### config.mk
export PLATFORM = sky130hd
export DESIGN_NAME = mbe_cfg
export DESIGN_NICKNAME = d
export VERILOG_FILES = /design/src/design/mbe_pkg.sv /design/src/design/mbe_cfg.sv
export SDC_FILE = /design/constraint.sdc
export NUM_CORES = 1
export LEC_CHECK = 0
export ABC_AREA = 1
export BUFFER_PORTS_ARGS = -buffer_cell sky130_fd_sc_hd__buf_4
export CORE_MARGIN = 5
export CORE_UTILIZATION = 31
export DETAILED_ROUTE_END_ITERATION = 10
export PLACE_DENSITY = 0.58
export SETUP_SLACK_MARGIN = 0.05
export SYNTH_ARGS = -nofsm -noshare
export SYNTH_HDL_FRONTEND = slang
export SYNTH_SLANG_ARGS = --single-unit
### constraint.sdc
create_clock -name clk -period 1.1 [get_ports clk]
set_input_delay 0.055 -clock clk [delete_from_list [all_inputs] [get_ports clk]]
set_output_delay 0.055 -clock clk [all_outputs]
set_load 0.03 [all_outputs]
### src/design/mbe_pkg.sv
// Shared types, constants and saturating helpers for the escape-time block.
// No dependencies; used by every other design file except the macro header.
package mbe_pkg;

  // Field and port widths
  localparam int DATA_W     = 64;
  localparam int CFG_DATA_W = 64;
  localparam int PADDR_W    = 6;
  localparam int COORD_W    = 12;
  localparam int COUNT_W    = 16;
  localparam int DIM_REG_W  = 13;
  localparam int STEP_W     = 63;

  // Parameter defaults
  localparam int MAX_DIM_DEF      = 4096;
  localparam int PERIOD_CHECK_DEF = 23;

  // Q12.52 constants
  localparam logic [DATA_W-1:0] SMAX       = 64'h7FFF_FFFF_FFFF_FFFF;
  localparam logic [DATA_W-1:0] SMIN       = 64'h8000_0000_0000_0000;
  localparam logic [DATA_W-1:0] QONE       = 64'd1 << 52;
  localparam logic [DATA_W-1:0] QQUARTER   = 64'd1 << 50;
  localparam logic [DATA_W-1:0] QSIXTEENTH = 64'd1 << 48;
  localparam logic [DATA_W-1:0] QESCAPE    = 64'd400 << 52;

  // Register reset values
  localparam logic [STEP_W-1:0]    RST_PIXEL_STEP = 63'd1 << 52;
  localparam logic [COUNT_W-1:0]   RST_MAX_ITER   = 16'd256;
  localparam logic [DIM_REG_W-1:0] RST_IMAGE_DIM  = 13'd1024;

  // Register index (byte address / 8)
  typedef enum logic [2:0] {
    REG_CENTER_RE    = 3'd0,
    REG_CENTER_IM    = 3'd1,
    REG_PIXEL_STEP   = 3'd2,
    REG_MAX_ITER     = 3'd3,
    REG_IMAGE_WIDTH  = 3'd4,
    REG_IMAGE_HEIGHT = 3'd5
  } mbe_reg_t;

  // Configuration register file contents
  typedef struct packed {
    logic [DATA_W-1:0]    center_re;
    logic [DATA_W-1:0]    center_im;
    logic [STEP_W-1:0]    pixel_step;
    logic [COUNT_W-1:0]   max_iter;
    logic [DIM_REG_W-1:0] image_width;
    logic [DIM_REG_W-1:0] image_height;
  } mbe_cfg_t;

  // Product shift select
  typedef enum logic [1:0] {
    SH_0,
    SH_51,
    SH_52
  } mbe_sh_t;

  // Datapath operation
  typedef enum logic [3:0] {
    OP_NONE,
    OP_MAP_RE,
    OP_MAP_IM,
    OP_SQ_X,
    OP_SQ_Y,
    OP_SQ_XM,
    OP_SQ_X1,
    OP_CARD,
    OP_MXY,
    OP_SQ_NX,
    OP_SQ_NY
  } mbe_op_t;

  // Controller to datapath
  typedef struct packed {
    logic    load;
    logic    mul_go;
    logic    commit;
    mbe_op_t op;
    logic    step;
    logic    emit;
  } mbe_cmd_t;

  // Datapath to controller
  typedef struct packed {
    logic mul_done;
    logic run;
    logic out_free;
  } mbe_stat_t;

  // Saturating signed add
  function automatic logic [DATA_W-1:0] sat_add(input logic [DATA_W-1:0] a,
                                                input logic [DATA_W-1:0] b);
    logic [DATA_W-1:0] s;
    s = a + b;
    if ((a[DATA_W-1] == b[DATA_W-1]) && (s[DATA_W-1] != a[DATA_W-1])) begin
      return a[DATA_W-1] ? SMIN : SMAX;
    end
    return s;
  endfunction

  // Saturating signed subtract
  function automatic logic [DATA_W-1:0] sat_sub(input logic [DATA_W-1:0] a,
                                                input logic [DATA_W-1:0] b);
    logic [DATA_W-1:0] s;
    s = a - b;
    if ((a[DATA_W-1] != b[DATA_W-1]) && (s[DATA_W-1] != a[DATA_W-1])) begin
      return a[DATA_W-1] ? SMIN : SMAX;
    end
    return s;
  endfunction

  // Signed a <= b
  function automatic logic s_le(input logic [DATA_W-1:0] a,
                                input logic [DATA_W-1:0] b);
    return $signed(a) <= $signed(b);
  endfunction

endpackage

### src/design/mbe_cfg.sv
// APB-style configuration register file, 64-bit registers at 8-byte stride.
// Depends on mbe_pkg for register indexes, reset values and the config struct.
module mbe_cfg (
  input  logic                            clk,
  input  logic                            rst_n,
  input  logic                            psel,
  input  logic                            penable,
  input  logic                            pwrite,
  input  logic [mbe_pkg::PADDR_W-1:0]     paddr,
  input  logic [mbe_pkg::CFG_DATA_W-1:0]  pwdata,
  output logic [mbe_pkg::CFG_DATA_W-1:0]  prdata,
  output logic                            pready,
  output mbe_pkg::mbe_cfg_t               cfg
);

  mbe_pkg::mbe_cfg_t cfg_r;
  mbe_pkg::mbe_reg_t idx;
  logic              wr_en;

  assign idx    = mbe_pkg::mbe_reg_t'(paddr[mbe_pkg::PADDR_W-1:3]);
  assign wr_en  = psel && penable && pwrite;
  assign pready = 1'b1;
  assign cfg    = cfg_r;

  // Register writes
  always_ff @(posedge clk) begin
    if (!rst_n) begin
      cfg_r.center_re    <= '0;
      cfg_r.center_im    <= '0;
      cfg_r.pixel_step   <= mbe_pkg::RST_PIXEL_STEP;
      cfg_r.max_iter     <= mbe_pkg::RST_MAX_ITER;
      cfg_r.image_width  <= mbe_pkg::RST_IMAGE_DIM;
      cfg_r.image_height <= mbe_pkg::RST_IMAGE_DIM;
    end else if (wr_en) begin
      unique case (idx)
        mbe_pkg::REG_CENTER_RE:    cfg_r.center_re    <= pwdata;
        mbe_pkg::REG_CENTER_IM:    cfg_r.center_im    <= pwdata;
        mbe_pkg::REG_PIXEL_STEP:   cfg_r.pixel_step   <= pwdata[mbe_pkg::STEP_W-1:0];
        mbe_pkg::REG_MAX_ITER:     cfg_r.max_iter     <= pwdata[mbe_pkg::COUNT_W-1:0];
        mbe_pkg::REG_IMAGE_WIDTH:  cfg_r.image_width  <= pwdata[mbe_pkg::DIM_REG_W-1:0];
        mbe_pkg::REG_IMAGE_HEIGHT: cfg_r.image_height <= pwdata[mbe_pkg::DIM_REG_W-1:0];
        default: ;
      endcase
    end
  end

  // Read mux
  always_comb begin
    unique case (idx)
      mbe_pkg::REG_CENTER_RE:    prdata = cfg_r.center_re;
      mbe_pkg::REG_CENTER_IM:    prdata = cfg_r.center_im;
      mbe_pkg::REG_PIXEL_STEP:   prdata = {1'b0, cfg_r.pixel_step};
      mbe_pkg::REG_MAX_ITER:     prdata = 64'(cfg_r.max_iter);
      mbe_pkg::REG_IMAGE_WIDTH:  prdata = 64'(cfg_r.image_width);
      mbe_pkg::REG_IMAGE_HEIGHT: prdata = 64'(cfg_r.image_height);
      default:                   prdata = '0;
    endcase
  end

endmodule

==> results of run 1 <==
worst register-to-register path: stages, from the launching register on:
cell,delay (ns)
dfxtp_4,0.35
buf_6,0.11
buf_4,0.12
buf_4,0.12
nor2_1,0.09
nor2_1,0.05
power by group:
| part | switching (mW) | internal [mW] |
|---|---|---|
| clock | 3.69 | 5.68 |
| sequential | 0.136 | 8.34 |
| combinational | 1.70 | 1.44 |
per-layer routing:
metal,global-route usage (%),up-vias,share of wire (%)
met4,6.86,0,3.7
met1,28.6,6716,39
met3,4.99,124,9.1
met5,0,-,0
met2,39.4,760,48
li1,-,6719,-
per-stage QoR:
| step | worst slack [ns] | util [%] | cell area, um^2 | power (mW) |
|---|---|---|---|---|
| finish | -0.386 | 60.8 | 21700 | 21.0 |
| floorplan | 0.0538 | - | 11500 | 10.1 |
| detailed placement | -0.225 | 42.6 | 15200 | 11.0 |
| global placement | -0.216 | 42.6 | 15200 | 11.0 |
| global route | -0.428 | 60.8 | 21700 | 21.7 |
| CTS | -0.410 | 54.9 | 19600 | 20.8 |
final cells by class:
class / count / area (um^2)
fill: 2950 / 14000
timing repair buffer: 737 / 8360
multi-input combinational: 1298 / 6250
sequential: 233 / 5210
clock buffer: 41 / 838
tap: 461 / 577
inverter: 87 / 344
clock inverter: 7 / 93.8
final timing paths:
check | start | to | slack [ns] | cells past startpoint
setup / recovery | cfg[5] | prdata[5] | -0.39 | 5
hold / removal | pwdata[6] | cfg[6] | 0.03 | 5
setup reg to reg | cfg[141] | cfg[141] | 0.16 | 5
hold reg to reg | cfg[105] | cfg[105] | 0.50 | 2
placed cells by master (no fill, tap or decap), types with 4 or more instances in the layout:
master	instances
clkbuf_8	11
nand3_1	220
a21oi_2	4
nand4_1	34
dfxtp_2	130
nor2_1	464
inv_2	5
nor2_4	15
nand3_2	55
buf_8	12
nand2_2	137
buf_12	44
buf_4	164
buf_6	431
clkbuf_16	44
o21ai_0	4
dlygate4sd3_1	64
dfxtp_4	103
nand2_1	332
inv_1	79
nor2_2	9
nand2_4	18
kinds of logic after synthesis:
kind of cell | count (synthesis)
AND/OR/NAND/NOR | 1286
flip-flops | 233
buffers and inverters | 217
AO/OA/AOI/OAI | 11
other | 1
what timing repair did:
item | 4_1_cts | 5_1_grt
gates resized for setup | 755 | 262
hold buffers | 64 | 0
pin swaps | 143 | 108
endpoints found under the setup margin | 297 | 297
gates cloned | 4 | 18
endpoints found under the hold margin | 199 | 0
setup buffers | 72 | 132
==> results.cfg, run 1 <==
[yosys]
ys_warn_count = 0
synth_common_cells = 484 x nand2_1, 479 x nor2_1, 274 x nand3_1
ys_async_sr_fraction_pct = 0
synth.top_cell.area_share_pct = 41.5
synth-seq-cells = 233
syn_nets = 1823
synthXorXnorAreaFrac_pct = 0
synth_edf_count = 0
avgSynthCellArea_um2 = 6.43
ys.flop_type = dfxtp_1
synth_largest_area_cell = dfxtp_1
synth_compound_area_share_pct = 0.489
ys_types = 22
muxShareOfSynthArea_pct = 0
synth-seq-area-share_pct = 41.5
netlist_area_mm2 = 0.0112
yosys.area_share.adder_pct = 0
synth_area_leaders = dfxtp_1 41%, nand2_1 16%, nor2_1 16%
synthCells = 1748
synth_top_family_by_area = simple AND/OR/NAND/NOR gates
synth_simple_gate_area_share_pct = 47.6
synth_most_common_cell = nand2_1

[final_layout]
largest_reg_flops = 233
antenna_cells = 0
area_growth_pct = 92.8
num-nets-final = 2458
drive_gt1_share_pct = 49.9
layoutNonFillerInstCount = 2864

[cts]
cts.sinks = 233
clkLatencyLatePin_ns = 0.53
cts.htree.levels = 1
cts-buffers-inserted = 26
path_clk_slew_ns = 0.06
clockBufferDepth = 3
root_buffer = clkbuf_16
cts_tree = built

[route]
drtIter0Drc = 1084
num_vias = 14300
wl_per_cell_um = 19.6
vias_per_cell = 5.00
remaining_drc_errors = 0
final_antenna_net_count = 0
first_pass_iters = 5
routed_wl_mm = 56.0

[timing]
skew_ns = 0
setup_tns_ns = -21.92
post-route-period-util_pct = 135
fmax_mhz = 673
rsz0062_at_grt = true
final_max_slew_viol_count = 0
whs_ns = 0.0285
finalCriticalPeriod_ns = 1.49
setup_viol = 215
finalHoldViolations = 0
setup_ws_ns = -0.386

[critical_path]
cp_slowest_stage_delay_ns = 0.36
cp_top_family = simple AND/OR/NAND/NOR gates
end_kind = primary output
required_ns = 1.04
crit_chain = nand4_1, nand2_1, nor2_4, nand2_2, buf_6
slowest_stage = dfxtp_4
path_max_fanout = 2
startpoint_type = flop
cp_num_buf_inv = 1
critPathKind = flop to primary output
cp.arrival_ns = 1.43

[hold_path]
hold_path.class = input port to flop

[place]
place_inst = 2545
numPortBuffers = 368
hpwl_mm = 32.2
place.gp.congestion = 0.893

[grt]
antenna_found_initial = 0
grt_usage_pct = 22.8
grt_max_degree = 51
grt_pass1_wl_mm = 75.2
grt_pass1_vias = 13100
overflow = 0

[floorplan]
num_rows = 69
die_w_um = 200
start_util_pct = 31.5
die_h_um = 200
pin_count = 373
core-area_mm2 = 0.0357
dieArea_mm2 = 0.0402

[power]
vdd_drop_max_v = 0.00101
power.density_mw_per_mm2 = 968
p_leak_nw = 10.3

[outcome]
violations = negative setup slack
run_status = complete, but fails checks

[job]
cap_violations = 0
No activity file was read; power rests on OpenSTA's default activity.
==> run 2, diff against run 1 <==
- SETUP_SLACK_MARGIN: 0.05 -> unset
- SKIP_LAST_GASP: unset -> 1
==> results.cfg, run 2 (synthesis gave the netlist of run 1 again) <==
[outcome]
run_status = complete, but fails checks
violations = negative setup slack

[route]
drtIter0Drc = 1015
vias_per_cell = 5.00
wl_per_cell_um = 19.0
first_pass_iters = 5
remaining_drc_errors = 0
routed_wl_mm = 55.0
num_vias = 14500
final_antenna_net_count = 0

[critical_path]
regToRegSetupSlack_ns = 0.24
reg2reg_depth = 4
r2r-start = cfg[33]
critPathKind = flop to primary output
cp.arrival_ns = 1.42
startpoint_type = flop
reg2reg_to = cfg[33]
required_ns = 1.04
end_kind = primary output
path_max_fanout = 2

[floorplan]
num_rows = 69
start_util_pct = 31.5
core-area_mm2 = 0.0357
die_h_um = 200
pin_count = 373
dieArea_mm2 = 0.0402
die_w_um = 200

[hold_path]
holdPathEnd = cfg[31]
hold_start = pwdata[5]
holdPathStages = 5
hold_path.class = input port to flop

[power]
power.density_mw_per_mm2 = 948
vdd_drop_max_v = 0.00101
p_leak_nw = 10.4

[timing]
finalHoldViolations = 0
whs_ns = 0.0292
post-route-period-util_pct = 134
rsz0062_at_grt = true
setup_viol = 210
finalCriticalPeriod_ns = 1.47
fmax_mhz = 680
final_max_slew_viol_count = 0
skew_ns = 0
setup_tns_ns = -22.47
setup_ws_ns = -0.371

[grt]
grt_pass1_vias = 13400
grt-busiest-layer = met2
antenna_found_initial = 0
grtUsageMet3_pct = 3.97
gr-usage-met1_pct = 28.5
overflow = 0
grt_max_degree = 66
grt.met2_usage_pct = 41.0
grt_pass1_wl_mm = 76.0
grt_usage_pct = 23.0

[final_layout]
num-nets-final = 2485
antenna_cells = 0
fin_area_mm2 = 0.0216
largest_reg_flops = 233
drive_gt1_share_pct = 49.7
layoutNonFillerInstCount = 2889
area_growth_pct = 91.9
layout_common_cells = 468 x nor2_1, 437 x buf_6, 344 x nand2_1, 220 x nand3_1, 195 x buf_4
final_common_cell = nor2_1

[cts]
cts.htree.levels = 1
path_clk_slew_ns = 0.06
clkLatencyLatePin_ns = 0.53
root_buffer = clkbuf_16
cts_tree = built
cts.sinks = 233
cts-buffers-inserted = 27
clockBufferDepth = 3

[place]
dp_slack_ns = -0.246
place_inst = 2559
placed_area_mm2 = 0.0152
numPortBuffers = 368
place.gp.congestion = 0.881
hpwl_mm = 32.5

[job]
cap_violations = 0
==> run 2: changes by cell type in the layout (fill, tap and decap cells not counted), sizes merged <==
cell,delta
clkinvlp,-1
bufbuf,-3
clkinv,+2
dlygate4sd3,-2
inv,-1
buf,+39
clkbuf,-8
bufinv,-1
==> run 2: per-stage QoR <==
step	util [%]	power [mW]
6_report	60.5	20.5
5_1_grt	60.5	21.3
4_1_cts	54.4	20.3
3_5_place_dp	42.6	11.1
3_3_place_gp	42.6	11.1
2_1_floorplan	-	10.1
==> run 2: power breakdown <==
group          internal [mW]  switching (mW)
registers               8.36           0.134
clock network           5.25            3.59
logic                   1.45            1.70
==> run 2: layout make-up <==
type | count | area, um^2
Multi-Input combinational cell | 1298 | 6180
Inverter | 87 | 352
Sequential cell | 233 | 5200
Timing Repair Buffer | 763 | 8410
Clock inverter | 6 | 57.6
Clock buffer | 41 | 808
Fill cell | 2895 | 14100
Tap cell | 461 | 577
==> run 2: how the worst max path moves through the flow <==
stage               startpoint          to  depth (start not counted)
global route            cfg[8]   prdata[8]                          5
global placement        pwrite     cfg[48]                          8
CTS                     cfg[5]   prdata[5]                          5
detailed placement    paddr[3]  prdata[39]                          9
floorplan             paddr[4]   prdata[7]                         10
finish                  cfg[5]   prdata[5]                          5
==> run 2: repair_timing <==
| item | in CTS | in global routing |
|---|---|---|
| hold buffers | 62 | 0 |
| setup buffers | 80 | 151 |
| cloned | 2 | 9 |
| pin swaps | 157 | 92 |
| setup endpoints to repair | 297 | 285 |
| resized for setup | 746 | 290 |
| endpoints found under the hold margin | 217 | 0 |
==> run 2: per-layer routing <==
| metal | wire, um | part of all wire [%] |
|---|---|---|
| met1 | 21700 | 39 |
| met2 | 27500 | 50 |
| met3 | 4060 | 7.4 |
| met4 | 1810 | 3.3 |
| met5 | 0 | 0 |
==> run 2: worst max-delay path, cell delays in order (launching register included) <==
cell and delay, ns:
dfxtp_2 0.33, nand4_1 0.13, nand2_1 0.06, nor2_1 0.12, nand2_1 0.09, buf_6 0.15
