## config.mk

```make
export PLATFORM = sky130hd
export DESIGN_NAME = mbe_ctrl
export DESIGN_NICKNAME = d
export VERILOG_FILES = /design/src/design/mbe_pkg.sv /design/src/design/mbe_ctrl.sv
export SDC_FILE = /design/constraint.sdc
export NUM_CORES = 1
export LEC_CHECK = 0
export BUFFER_PORTS_ARGS = -buffer_cell sky130_fd_sc_hd__buf_2
export CORE_AREA = 2 2 39 41
export DETAILED_ROUTE_END_ITERATION = 6
export DIE_AREA = 0 0 41 43
export PLACE_DENSITY = 0.56
export SLEW_MARGIN = 10
export SYNTH_ARGS = -nofsm -noshare
export SYNTH_HDL_FRONTEND = slang
export SYNTH_SLANG_ARGS = --single-unit
export TNS_END_PERCENT = 100
```

## constraint.sdc

```tcl
create_clock -name clk -period 1.7 [get_ports clk]
set_clock_uncertainty 0.15 [all_clocks]
set_input_delay 0.17 -clock clk [delete_from_list [all_inputs] [get_ports clk]]
set_output_delay 0.17 -clock clk [all_outputs]
set_load 0.1 [all_outputs]
```

## src/design/mbe_pkg.sv

```systemverilog
// Shared types, constants and saturating helpers for the escape-time block.
// No dependencies; used by every other design file except the macro header.
package mbe_pkg;

  // Field and port widths
  localparam int DATA_W     = 64;
  localparam int CFG_DATA_W = 64;
  localparam int PADDR_W    = 6;
  localparam int COORD_W    = 12;
  localparam int COUNT_W    = 16;
  localparam int DIM_REG_W  = 13;
  localparam int STEP_W     = 63;

  // Parameter defaults
  localparam int MAX_DIM_DEF      = 4096;
  localparam int PERIOD_CHECK_DEF = 23;

  // Q12.52 constants
  localparam logic [DATA_W-1:0] SMAX       = 64'h7FFF_FFFF_FFFF_FFFF;
  localparam logic [DATA_W-1:0] SMIN       = 64'h8000_0000_0000_0000;
  localparam logic [DATA_W-1:0] QONE       = 64'd1 << 52;
  localparam logic [DATA_W-1:0] QQUARTER   = 64'd1 << 50;
  localparam logic [DATA_W-1:0] QSIXTEENTH = 64'd1 << 48;
  localparam logic [DATA_W-1:0] QESCAPE    = 64'd400 << 52;

  // Register reset values
  localparam logic [STEP_W-1:0]    RST_PIXEL_STEP = 63'd1 << 52;
  localparam logic [COUNT_W-1:0]   RST_MAX_ITER   = 16'd256;
  localparam logic [DIM_REG_W-1:0] RST_IMAGE_DIM  = 13'd1024;

  // Register index (byte address / 8)
  typedef enum logic [2:0] {
    REG_CENTER_RE    = 3'd0,
    REG_CENTER_IM    = 3'd1,
    REG_PIXEL_STEP   = 3'd2,
    REG_MAX_ITER     = 3'd3,
    REG_IMAGE_WIDTH  = 3'd4,
    REG_IMAGE_HEIGHT = 3'd5
  } mbe_reg_t;

  // Configuration register file contents
  typedef struct packed {
    logic [DATA_W-1:0]    center_re;
    logic [DATA_W-1:0]    center_im;
    logic [STEP_W-1:0]    pixel_step;
    logic [COUNT_W-1:0]   max_iter;
    logic [DIM_REG_W-1:0] image_width;
    logic [DIM_REG_W-1:0] image_height;
  } mbe_cfg_t;

  // Product shift select
  typedef enum logic [1:0] {
    SH_0,
    SH_51,
    SH_52
  } mbe_sh_t;

  // Datapath operation
  typedef enum logic [3:0] {
    OP_NONE,
    OP_MAP_RE,
    OP_MAP_IM,
    OP_SQ_X,
    OP_SQ_Y,
    OP_SQ_XM,
    OP_SQ_X1,
    OP_CARD,
    OP_MXY,
    OP_SQ_NX,
    OP_SQ_NY
  } mbe_op_t;

  // Controller to datapath
  typedef struct packed {
    logic    load;
    logic    mul_go;
    logic    commit;
    mbe_op_t op;
    logic    step;
    logic    emit;
  } mbe_cmd_t;

  // Datapath to controller
  typedef struct packed {
    logic mul_done;
    logic run;
    logic out_free;
  } mbe_stat_t;

  // Saturating signed add
  function automatic logic [DATA_W-1:0] sat_add(input logic [DATA_W-1:0] a,
                                                input logic [DATA_W-1:0] b);
    logic [DATA_W-1:0] s;
    s = a + b;
    if ((a[DATA_W-1] == b[DATA_W-1]) && (s[DATA_W-1] != a[DATA_W-1])) begin
      return a[DATA_W-1] ? SMIN : SMAX;
    end
    return s;
  endfunction

  // Saturating signed subtract
  function automatic logic [DATA_W-1:0] sat_sub(input logic [DATA_W-1:0] a,
                                                input logic [DATA_W-1:0] b);
    logic [DATA_W-1:0] s;
    s = a - b;
    if ((a[DATA_W-1] != b[DATA_W-1]) && (s[DATA_W-1] != a[DATA_W-1])) begin
      return a[DATA_W-1] ? SMIN : SMAX;
    end
    return s;
  endfunction

  // Signed a <= b
  function automatic logic s_le(input logic [DATA_W-1:0] a,
                                input logic [DATA_W-1:0] b);
    return $signed(a) <= $signed(b);
  endfunction

endpackage

```

## src/design/mbe_ctrl.sv

```systemverilog
// Controller: sequences the multiplier operations for setup and each
// iteration, and hands the result to the output register. Uses mbe_pkg.
module mbe_ctrl (
  input  logic                clk,
  input  logic                rst_n,
  input  logic                in_valid,
  output logic                in_ready,
  input  mbe_pkg::mbe_stat_t  stat,
  output mbe_pkg::mbe_cmd_t   cmd
);

  typedef enum logic [3:0] {
    S_IDLE,
    S_MAP_RE,
    S_MAP_IM,
    S_SQ_X,
    S_SQ_Y,
    S_SQ_XM,
    S_SQ_X1,
    S_CARD,
    S_TEST,
    S_MXY,
    S_SQ_NX,
    S_SQ_NY,
    S_STEP,
    S_FINISH
  } ctrl_state_t;

  ctrl_state_t state_r;
  ctrl_state_t state_nxt;
  logic        go_r;
  logic        go_nxt;

  // Next state and commands
  always_comb begin
    state_nxt = state_r;
    go_nxt    = 1'b0;
    in_ready  = 1'b0;
    cmd       = '0;
    cmd.op    = mbe_pkg::OP_NONE;
    unique case (state_r)
      S_IDLE: begin
        in_ready = 1'b1;
        if (in_valid) begin
          cmd.load  = 1'b1;
          state_nxt = S_MAP_RE;
          go_nxt    = 1'b1;
        end
      end
      S_MAP_RE: begin
        cmd.op = mbe_pkg::OP_MAP_RE;
        if (stat.mul_done) begin
          state_nxt = S_MAP_IM;
          go_nxt    = 1'b1;
        end
      end
      S_MAP_IM: begin
        cmd.op = mbe_pkg::OP_MAP_IM;
        if (stat.mul_done) begin
          state_nxt = S_SQ_X;
          go_nxt    = 1'b1;
        end
      end
      S_SQ_X: begin
        cmd.op = mbe_pkg::OP_SQ_X;
        if (stat.mul_done) begin
          state_nxt = S_SQ_Y;
          go_nxt    = 1'b1;
        end
      end
      S_SQ_Y: begin
        cmd.op = mbe_pkg::OP_SQ_Y;
        if (stat.mul_done) begin
          state_nxt = S_SQ_XM;
          go_nxt    = 1'b1;
        end
      end
      S_SQ_XM: begin
        cmd.op = mbe_pkg::OP_SQ_XM;
        if (stat.mul_done) begin
          state_nxt = S_SQ_X1;
          go_nxt    = 1'b1;
        end
      end
      S_SQ_X1: begin
        cmd.op = mbe_pkg::OP_SQ_X1;
        if (stat.mul_done) begin
          state_nxt = S_CARD;
          go_nxt    = 1'b1;
        end
      end
      S_CARD: begin
        cmd.op = mbe_pkg::OP_CARD;
        if (stat.mul_done) begin
          state_nxt = S_TEST;
        end
      end
      // loop condition: below the limit and not escaped
      S_TEST: begin
        if (stat.run) begin
          state_nxt = S_MXY;
          go_nxt    = 1'b1;
        end else begin
          state_nxt = S_FINISH;
        end
      end
      S_MXY: begin
        cmd.op = mbe_pkg::OP_MXY;
        if (stat.mul_done) begin
          state_nxt = S_SQ_NX;
          go_nxt    = 1'b1;
        end
      end
      S_SQ_NX: begin
        cmd.op = mbe_pkg::OP_SQ_NX;
        if (stat.mul_done) begin
          state_nxt = S_SQ_NY;
          go_nxt    = 1'b1;
        end
      end
      S_SQ_NY: begin
        cmd.op = mbe_pkg::OP_SQ_NY;
        if (stat.mul_done) begin
          state_nxt = S_STEP;
        end
      end
      S_STEP: begin
        cmd.step  = 1'b1;
        state_nxt = S_TEST;
      end
      // wait until the result register is free
      S_FINISH: begin
        if (stat.out_free) begin
          cmd.emit  = 1'b1;
          state_nxt = S_IDLE;
        end
      end
      default: state_nxt = S_IDLE;
    endcase
    cmd.mul_go = go_r;
    cmd.commit = stat.mul_done;
  end

  // State and registered start pulse
  always_ff @(posedge clk) begin
    if (!rst_n) begin
      state_r <= S_IDLE;
      go_r    <= 1'b0;
    end else begin
      state_r <= state_nxt;
      go_r    <= go_nxt;
    end
  end

endmodule

```

==> results.yml, run 1 <==
power_and_ir_drop:
  power_frac_comb_pct: 67.0
  seqPwrFrac_pct: 16.3
  pwr_density_cell_nw_per_um2: 980
  power_switching_uw: 406
  power.total_uw: 887
  clkPwrFrac_pct: 16.7
  p_leak_uw: 0.000370
  intPower_uw: 481
  switching_share_pct: 45.8
  peakVddDrop_uv: 477
worst_setup_path:
  cp.required_ns: 1.73
  cp-end-kind: "flop"
  cp.arrival_ns: 1.72
  reg2reg_slack_ns: 0.005
  timing.rr.end: "state_r[0]$_SDFFE_PN0P_"
  crit_fanout: 4
  reg2reg_depth: 5
  r2r-start: "state_r[1]$_SDFFE_PN0P_"
  crit_type: "flop to flop"
  start_kind: "flop"
logic_synthesis:
  yosys_warnings: 0
  synthDistinctLibCells: 31
  syn_area_sq_um: 447
  synthMuxAreaShare_pct: 4.48
  ys_seq_area_share_pct: 22.4
  avgSynthCellArea_sq_um: 7.84
  synth_edf_count: 0
  synthAdderAreaFrac_pct: 0
  ys_async_sr_fraction_pct: 0
  synth-compound-area-share_pct: 29.7
  synth_seq_cells: 5
  synth_fp_nets: 63
  synth-simple-area-share_pct: 29.7
  ys.flop_type: "dfxtp_1"
  synth_xor_area_share_pct: 1.96
  synth_top_family_by_area: "simple AND/OR/NAND/NOR gates"
  postSynthCellCount: 57
place:
  dp.cells: 89
  port_buffers: 15
  finalWeightedCongestion: 0.830
  place_area_sq_um: 762
  dp_slack_ns: 0.0823
  place_hpwl_microns: 892
cts:
  clk_latency_ns: 0.25
  cts_tree: "yes"
  cts-hold-fix-buffers: 0
  clkTransAtPathRegs_ns: 0.05
  clock-sinks: 5
  numCtsBuffers: 3
  cts-root-buf: "clkbuf_4"
  h-tree-depth: 1
  cts_buffer_depth: 2
worst_hold_path:
  min_from: "rst_n"
  hold_depth: 3
  hold_path_end: "state_r[2]$_SDFFE_PN0P_"
  hold_path_class: "primary input to flop"
cells_and_area:
  num_antenna_cells: 0
  fillers: 105
  final_cells: 104
  layout.nets: 95
  syn_to_final_growth_pct: 103
  final_area_sq_um: 906
  drive_gt1_share_pct: 63.6
sta:
  max_freq_ghz: 0.590
  rsz0062_at_grt: "true"
  tightest_slew_ns: 0.503
  max_slew_margin_pct: 65.6
  setup_viol: 0
  final_max_slew_viol_count: 0
  finalHoldViolations: 0
  setup_ws_ns: 0.00550
  period_minus_slack_ns: 1.69
  period_share_pct: 99.7
detailed_routing:
  drt_iter0_markers: 11
  vias_per_cell: 5.27
  vias: 548
  drtAntennaViolNets: 0
  wl_microns: 1450
  drc_errors: 0
  firstDrtPassIters: 5
  post_drt_wl_per_cell_microns: 13.9
die:
  rows: 14
  fp.dieH_microns: 43
  die_area_sq_um: 1760
  ios: 16
  die_w_microns: 41
  start_util_pct: 32.3
  core_sq_um: 1380
global_route:
  grt_pass1_vias: 469
  track_usage_pct: 18.2
  antenna_found_initial: 0
  grt_max_degree: 17
  overflow: 0
  grt_pass1_wl_microns: 2190
job:
  drv_cap: 0
status:
  status: "completed"
## power groups by stage
stage / Combinational (uW) / Sequential, uW / Clock, uW
detailed placement: 523 / 147 / 0
finish: 594 / 145 / 148
global route: 620 / 146 / 153
floorplan: 356 / 144 / 0
CTS: 540 / 143 / 146
global placement: 519 / 147 / 0
## logic make-up after synthesis
kind of cell,count (synthesis)
mux,2
flops,5
buf+inv,9
compound gates,17
simple gates,23
xor+xnor,1
## worst max path at each step
stage | cells past startpoint | endpoint | startpoint
after floorplan | 3 | cmd[8] | state_r[3]$_SDFFE_PN0P_
after global routing | 5 | state_r[0]$_SDFFE_PN0P_ | state_r[1]$_SDFFE_PN0P_
after detailed placement | 5 | state_r[2]$_SDFFE_PN0P_ | state_r[1]$_SDFFE_PN0P_
after global placement | 5 | state_r[2]$_SDFFE_PN0P_ | state_r[1]$_SDFFE_PN0P_
final | 5 | state_r[0]$_SDFFE_PN0P_ | state_r[1]$_SDFFE_PN0P_
after CTS | 5 | cmd[0] | state_r[2]$_SDFFE_PN0P_
## state kept, by name (all words and copies together) (netlist names)
| name | flops |
|---|---|
| go_r | 1 |
| state_r | 4 |
## cell usage in the layout (no fill, tap or decap), types with 2 or more instances in the layout
master,n
a21oi_2,2
a21boi_0,2
buf_4,13
nand2_1,6
buf_2,7
dfxtp_4,3
a21oi_1,2
or3b_2,2
buf_12,11
o21ai_0,3
a21boi_1,2
buf_6,3
clkbuf_4,3
nor3_4,2
nand2b_1,2
nor2_1,2
## per-stage QoR
| step | TNS, ns | util [%] | hold WS, ns |
|---|---|---|---|
| after global placement | 0 | 55.1 | 0.325 |
| after CTS | 0 | 59.0 | 0.0579 |
| after detailed placement | 0 | 55.1 | 0.323 |
| after floorplan | -2.78 | - | 0.166 |
| final | 0 | 65.5 | 0.0620 |
| after global routing | -0.114 | 65.5 | 0.0679 |
## layout make-up
class / instances / area, sq um / share of cell area, %
timing repair buffer: 34 / 387 / 42.7
multi-input combinational: 43 / 353 / 39.0
sequential: 5 / 113 / 12.4
clock buffer: 4 / 26.3 / 2.90
tap: 16 / 20.0 / 2.21
inverter: 2 / 7.51 / 0.829
## what timing repair did
action | CTS | global route
pin swaps | 2 | 4
gates resized for setup | 6 | 7
endpoints found under the setup margin | 6 | 7
setup buffers | 2 | 9
## metal layers
layer / GRT usage, % / vias to the layer above / part of all wire [%]
met5: 0 / - / 0
met3: 2.62 / 5 / 4.1
li1: - / 268 / -
met1: 25.9 / 256 / 43
met4: 10.0 / 0 / 2.8
met2: 25.3 / 19 / 50
## Yosys cell counts (2+ instances only)
| master | instances | area (sq um) |
|---|---|---|
| nor2_1 | 2 | 7.51 |
| nand2b_1 | 2 | 12.5 |
| buf_2 | 3 | 15.0 |
| dfxtp_1 | 5 | 100 |
| buf_4 | 2 | 15.0 |
| inv_1 | 2 | 7.51 |
| a21oi_1 | 3 | 15.0 |
| or3b_2 | 2 | 17.5 |
| o21ai_0 | 3 | 15.0 |
| nor3_1 | 2 | 10.0 |
| a21boi_0 | 3 | 22.5 |
| a21boi_1 | 2 | 15.0 |
| mux2i_1 | 2 | 20.0 |
| nand2_1 | 7 | 26.3 |
## worst max-delay path, cell delays in order, from the launching register on
cell      delay, ns
dfxtp_4        0.36
buf_6          0.11
or4_4          0.51
o221ai_4       0.20
o21ai_1        0.12
a21boi_1       0.16
No activity file was read; power rests on OpenSTA's default activity.
==> inputs of run 2 (changes only) <==
Settings changed: SETUP_SLACK_MARGIN set to 0.3.
==> run 2 against run 1 <==
- sequential share of layout area down 2.2 points
- utilization is 12 points higher
- global-route usage up 4.3 points
- sequential power hardly changed
- non-clock buffer count up 6
==> results.yml, run 2 (synthesis gave the netlist of run 1 again) <==
worst_setup_path:
  cp.required_ns: 1.38
  crit_type: "flop to primary output"
  start_kind: "flop"
  cp-end-kind: "primary output"
  crit_fanout: 4
  reg2reg_slack_ns: 0.05
  cp.arrival_ns: 1.36
  reg2reg_depth: 5
  timing.rr.end: "state_r[2]$_SDFFE_PN0P_"
  r2r-start: "state_r[0]$_SDFFE_PN0P_"
global_route:
  antenna_found_initial: 0
  grt_max_degree: 9
  overflow: 0
  grt_pass1_vias: 537
  track_usage_pct: 22.6
  grt_pass1_wl_microns: 2620
cts:
  cts_tree: "yes"
  cts_buffer_depth: 2
  cts-hold-fix-buffers: 0
  clkTransAtPathRegs_ns: 0.04
  clock-sinks: 5
  numCtsBuffers: 3
  h-tree-depth: 1
  cts-root-buf: "clkbuf_4"
  clk_latency_ns: 0.25
worst_hold_path:
  min_from: "rst_n"
  hold_path_end: "state_r[3]$_SDFFE_PN0P_"
  hold_depth: 2
  hold_path_class: "primary input to flop"
cells_and_area:
  layout.nets: 101
  syn_to_final_growth_pct: 141
  largest_reg_flops: 4
  num_antenna_cells: 0
  final_cells: 110
  drive_gt1_share_pct: 76.6
  top_regs: "state_r: 4 flops, go_r: 1 flops"
  final_cell_mix: "buf_6 (11), buf_12 (11), buf_4 (11)"
  regMostFlops: "state_r"
  fillers: 81
sta:
  tightest_slew_ns: 0.484
  finalHoldViolations: 0
  setup_viol: 0
  period_share_pct: 98.8
  final_max_slew_viol_count: 0
  max_freq_ghz: 0.596
  finalSetupTns_ns: 0
  max_slew_margin_pct: 68.0
  period_minus_slack_ns: 1.68
  rsz0062_at_grt: "true"
detailed_routing:
  post_drt_wl_per_cell_microns: 18.1
  wl_microns: 2000
  vias: 625
  drt_iter0_markers: 11
  drc_errors: 0
  drtAntennaViolNets: 0
  vias_per_cell: 5.68
  firstDrtPassIters: 4
power_and_ir_drop:
  pwr_density_cell_nw_per_um2: 937
  p_leak_uw: 0.000435
  peakVddDrop_uv: 575
place:
  dp.cells: 88
  port_buffers: 15
  finalWeightedCongestion: 0.856
  place_hpwl_microns: 904
die:
  fp.dieH_microns: 43
  rows: 14
  core_sq_um: 1380
  die_w_microns: 41
  start_util_pct: 32.3
  die_area_sq_um: 1760
  ios: 16
job:
  drv_cap: 0
status:
  status: "completed"
==> run 2: power breakdown <==
part | total, uW | internal [uW] | switching [uW]
clock | 145 | 89.2 | 55.9
sequential | 147 | 132 | 15.4
combinational | 717 | 323 | 394
total | 1010 | 545 | 465
==> run 2: metal layers <==
layer | vias up | wire length (microns) | share of wire, % | track usage [%]
li1 | 283 | - | - | -
met1 | 308 | 802 | 40 | 30.8
met2 | 28 | 1050 | 52 | 31.3
met3 | 6 | 93 | 4.7 | 7.33
met4 | 0 | 55 | 2.8 | 10.0
met5 | - | 0 | 0 | 0
==> run 2: critical path: stages, from the launching register on <==
cell     delay, ns
dfxtp_2       0.34
buf_6         0.13
nor4_4        0.28
and2_4        0.19
buf_12        0.16
==> run 2: worst max path at each step <==
stage,startpoint,end,slack [ns],cells past startpoint
after detailed placement,state_r[0]$_SDFFE_PN0P_,state_r[2]$_SDFFE_PN0P_,0.11,5
after global routing,state_r[2]$_SDFFE_PN0P_,cmd[8],-0.04,4
after floorplan,state_r[3]$_SDFFE_PN0P_,cmd[8],-0.72,3
after CTS,state_r[2]$_SDFFE_PN0P_,cmd[8],0.04,4
after global placement,state_r[0]$_SDFFE_PN0P_,state_r[2]$_SDFFE_PN0P_,0.11,5
final,state_r[2]$_SDFFE_PN0P_,cmd[8],0.02,4
==> run 2: cell type report <==
type	count	area, sq um	share of cell area [%]
Tap cell	16	20.0	1.86
Multi-Input combinational cell	43	445	41.3
Clock buffer	4	26.3	2.44
Sequential cell	5	110	10.2
Timing Repair Buffer	40	462	42.9
Inverter	2	13.8	1.28
==> run 2: through the flow <==
stage	instance area (sq um)	total power [uW]	hold WS (ns)	util (%)	setup slack (ns)
after global placement	736	646	0.322	53.2	0.114
after CTS	973	918	0.0552	70.3	0.0353
final	1080	1010	0.0782	77.8	0.0208
after detailed placement	736	651	0.321	53.2	0.106
after floorplan	517	502	0.166	-	-0.716
after global routing	1080	1040	0.0843	77.8	-0.0368
==> run 2: timing repair <==
item,4_1_cts,5_1_grt
pin swaps,13,8
setup endpoints to repair,11,12
setup buffers,14,3
resized for setup,26,18
gates cloned,1,0
==> inputs of run 3 (changes only) <==
Settings changed: CTS_BUF_LIST set to sky130_fd_sc_hd__clkbuf_4 sky130_fd_sc_hd__clkbuf_8 sky130_fd_sc_hd__clkbuf_16, PLACE_DENSITY 0.56 to unset, PLACE_DENSITY_LB_ADDON set to 0.12.
==> run 3 against run 2 <==
- count of clock-buffer cells in the layout stayed put
- register-to-register slack improved by 0.13 ns
- cell count is 7.3% lower
- hold slack got worse by 0.014 ns
- critical path type unchanged
- largest cell class is now multi-input combinational cells
- largest power group unchanged
==> results.yml, run 3 (synthesis gave the netlist of run 1 again) <==
cells_and_area:
  final_cell_mix: "buf_4 (11), buf_12 (9), buf_2 (7)"
  final_area_sq_um: 970
  largest_reg_flops: 4
  drive_gt1_share_pct: 72.1
  top_regs: "state_r: 4 flops, go_r: 1 flops"
  layout.nets: 93
  final_common_cell: "buf_4"
  fillers: 106
  multi_input_area_sq_um: 415
  syn_to_final_growth_pct: 117
  regArea_sq_um: 115
  num_antenna_cells: 0
  regMostFlops: "state_r"
worst_setup_path:
  max_stage_delay_ns: 0.36
  cp-end-kind: "primary output"
  cp.required_ns: 1.38
  start_kind: "flop"
  crit_fanout: 6
  cp_slowest_cell: "dfxtp_4"
  crit_type: "flop to primary output"
  cp.arrival_ns: 1.35
  crit_path_cell_trace: "buf_6 -> nor4_4 -> and2_4 -> buf_12"
cts:
  cts-hold-fix-buffers: 0
  clock-sinks: 5
  h-tree-depth: 1
  clkTransAtPathRegs_ns: 0.05
  numCtsBuffers: 3
  cts_buffer_depth: 2
  cts_tree: "yes"
  clk_latency_ns: 0.26
  cts-root-buf: "clkbuf_4"
detailed_routing:
  wl_microns: 1500
  dr_wl_met2_microns: 802
  wl_met3_microns: 53
  vias: 540
  topRoutingLayerUsed: "met4"
  drt_iter0_markers: 13
  drc_errors: 0
  wl_met1_microns: 603
  vias_per_cell: 5.29
  drtAntennaViolNets: 0
  firstDrtPassIters: 4
  post_drt_wl_per_cell_microns: 14.7
global_route:
  grt_pass1_wl_microns: 2390
  grt_pass1_vias: 533
  overflow: 0
  antenna_found_initial: 0
  track_usage_pct: 20.6
  grt_max_degree: 9
place:
  place_area_sq_um: 746
  port_buffers: 15
  finalWeightedCongestion: 0.818
  place_hpwl_microns: 946
  dp_slack_ns: 0.104
sta:
  tightest_slew_ns: 0.488
  period_share_pct: 98.1
  setup_viol: 0
  period_minus_slack_ns: 1.67
  final_max_slew_viol_count: 0
  max_slew_margin_pct: 67.7
  rsz0062_at_grt: "true"
  finalHoldViolations: 0
  setup_ws_ns: 0.0328
  max_freq_ghz: 0.600
  holdWs_ns: 0.0639
die:
  fp.dieH_microns: 43
  die_area_sq_um: 1760
  rows: 14
  core_sq_um: 1380
  die_w_microns: 41
  ios: 16
  start_util_pct: 32.3
job:
  drv_cap: 0
status:
  status: "completed"
power_and_ir_drop:
  pwr_density_cell_nw_per_um2: 967
  p_leak_uw: 0.000372
  peakVddDrop_uv: 755
worst_hold_path:
  hold_path_class: "primary input to flop"
## run 3: repair_timing
action / 4_1_cts / 5_1_grt
gates resized for setup: 24 / 8
pin swaps: 12 / 6
cloned: 1 / 0
buffers inserted: 5 / 1
endpoints found under the setup margin: 12 / 12
## run 3: path summary, 6_finish.rpt
path | from | end | slack [ns] | depth (start not counted)
max | state_r[1]$_SDFFE_PN0P_ | cmd[8] | 0.03 | 4
min | rst_n | state_r[3]$_SDFFE_PN0P_ | 0.06 | 2
max reg2reg | state_r[1]$_SDFFE_PN0P_ | state_r[0]$_SDFFE_PN0P_ | 0.18 | 4
min reg2reg | state_r[2]$_SDFFE_PN0P_ | state_r[2]$_SDFFE_PN0P_ | 0.37 | 2
## run 3: cell type report
type	count	share of cell area (%)
multi-input combinational	43	42.8
inverter	2	1.42
tap	16	2.06
timing repair buffer	32	38.7
clock buffer	4	3.10
sequential	5	11.9
## run 3: metal layers
layer  vias up  global-route usage, %
met5         -                      0
met4         0                   14.0
met3         6                   1.57
met2        16                   32.5
met1       252                   24.8
li1        266                      -
## run 3: worst max-delay path: cells and delay by family, from the launching register on
| kind | cells | cell delay [ns] |
|---|---|---|
| DFF | 1 | 0.36 |
| buffers and inverters | 2 | 0.28 |
| and+or+nand+nor | 2 | 0.45 |
## run 3: report_power, final
group	internal (uW)	switching [uW]	leakage, uW
sequential	132	22.1	0.0000439
combinational	277	343	0.000310
clock	105	58.9	0.0000184
## run 3: stage by stage
stage	instances	total power, uW	TNS [ns]	util [%]
floorplan	57	502	-2.81	-
global placement	91	634	0	53.9
detailed placement	91	638	0	53.9
CTS	101	904	0	66.4
global route	102	968	0	70.1
finish	102	938	0	70.1
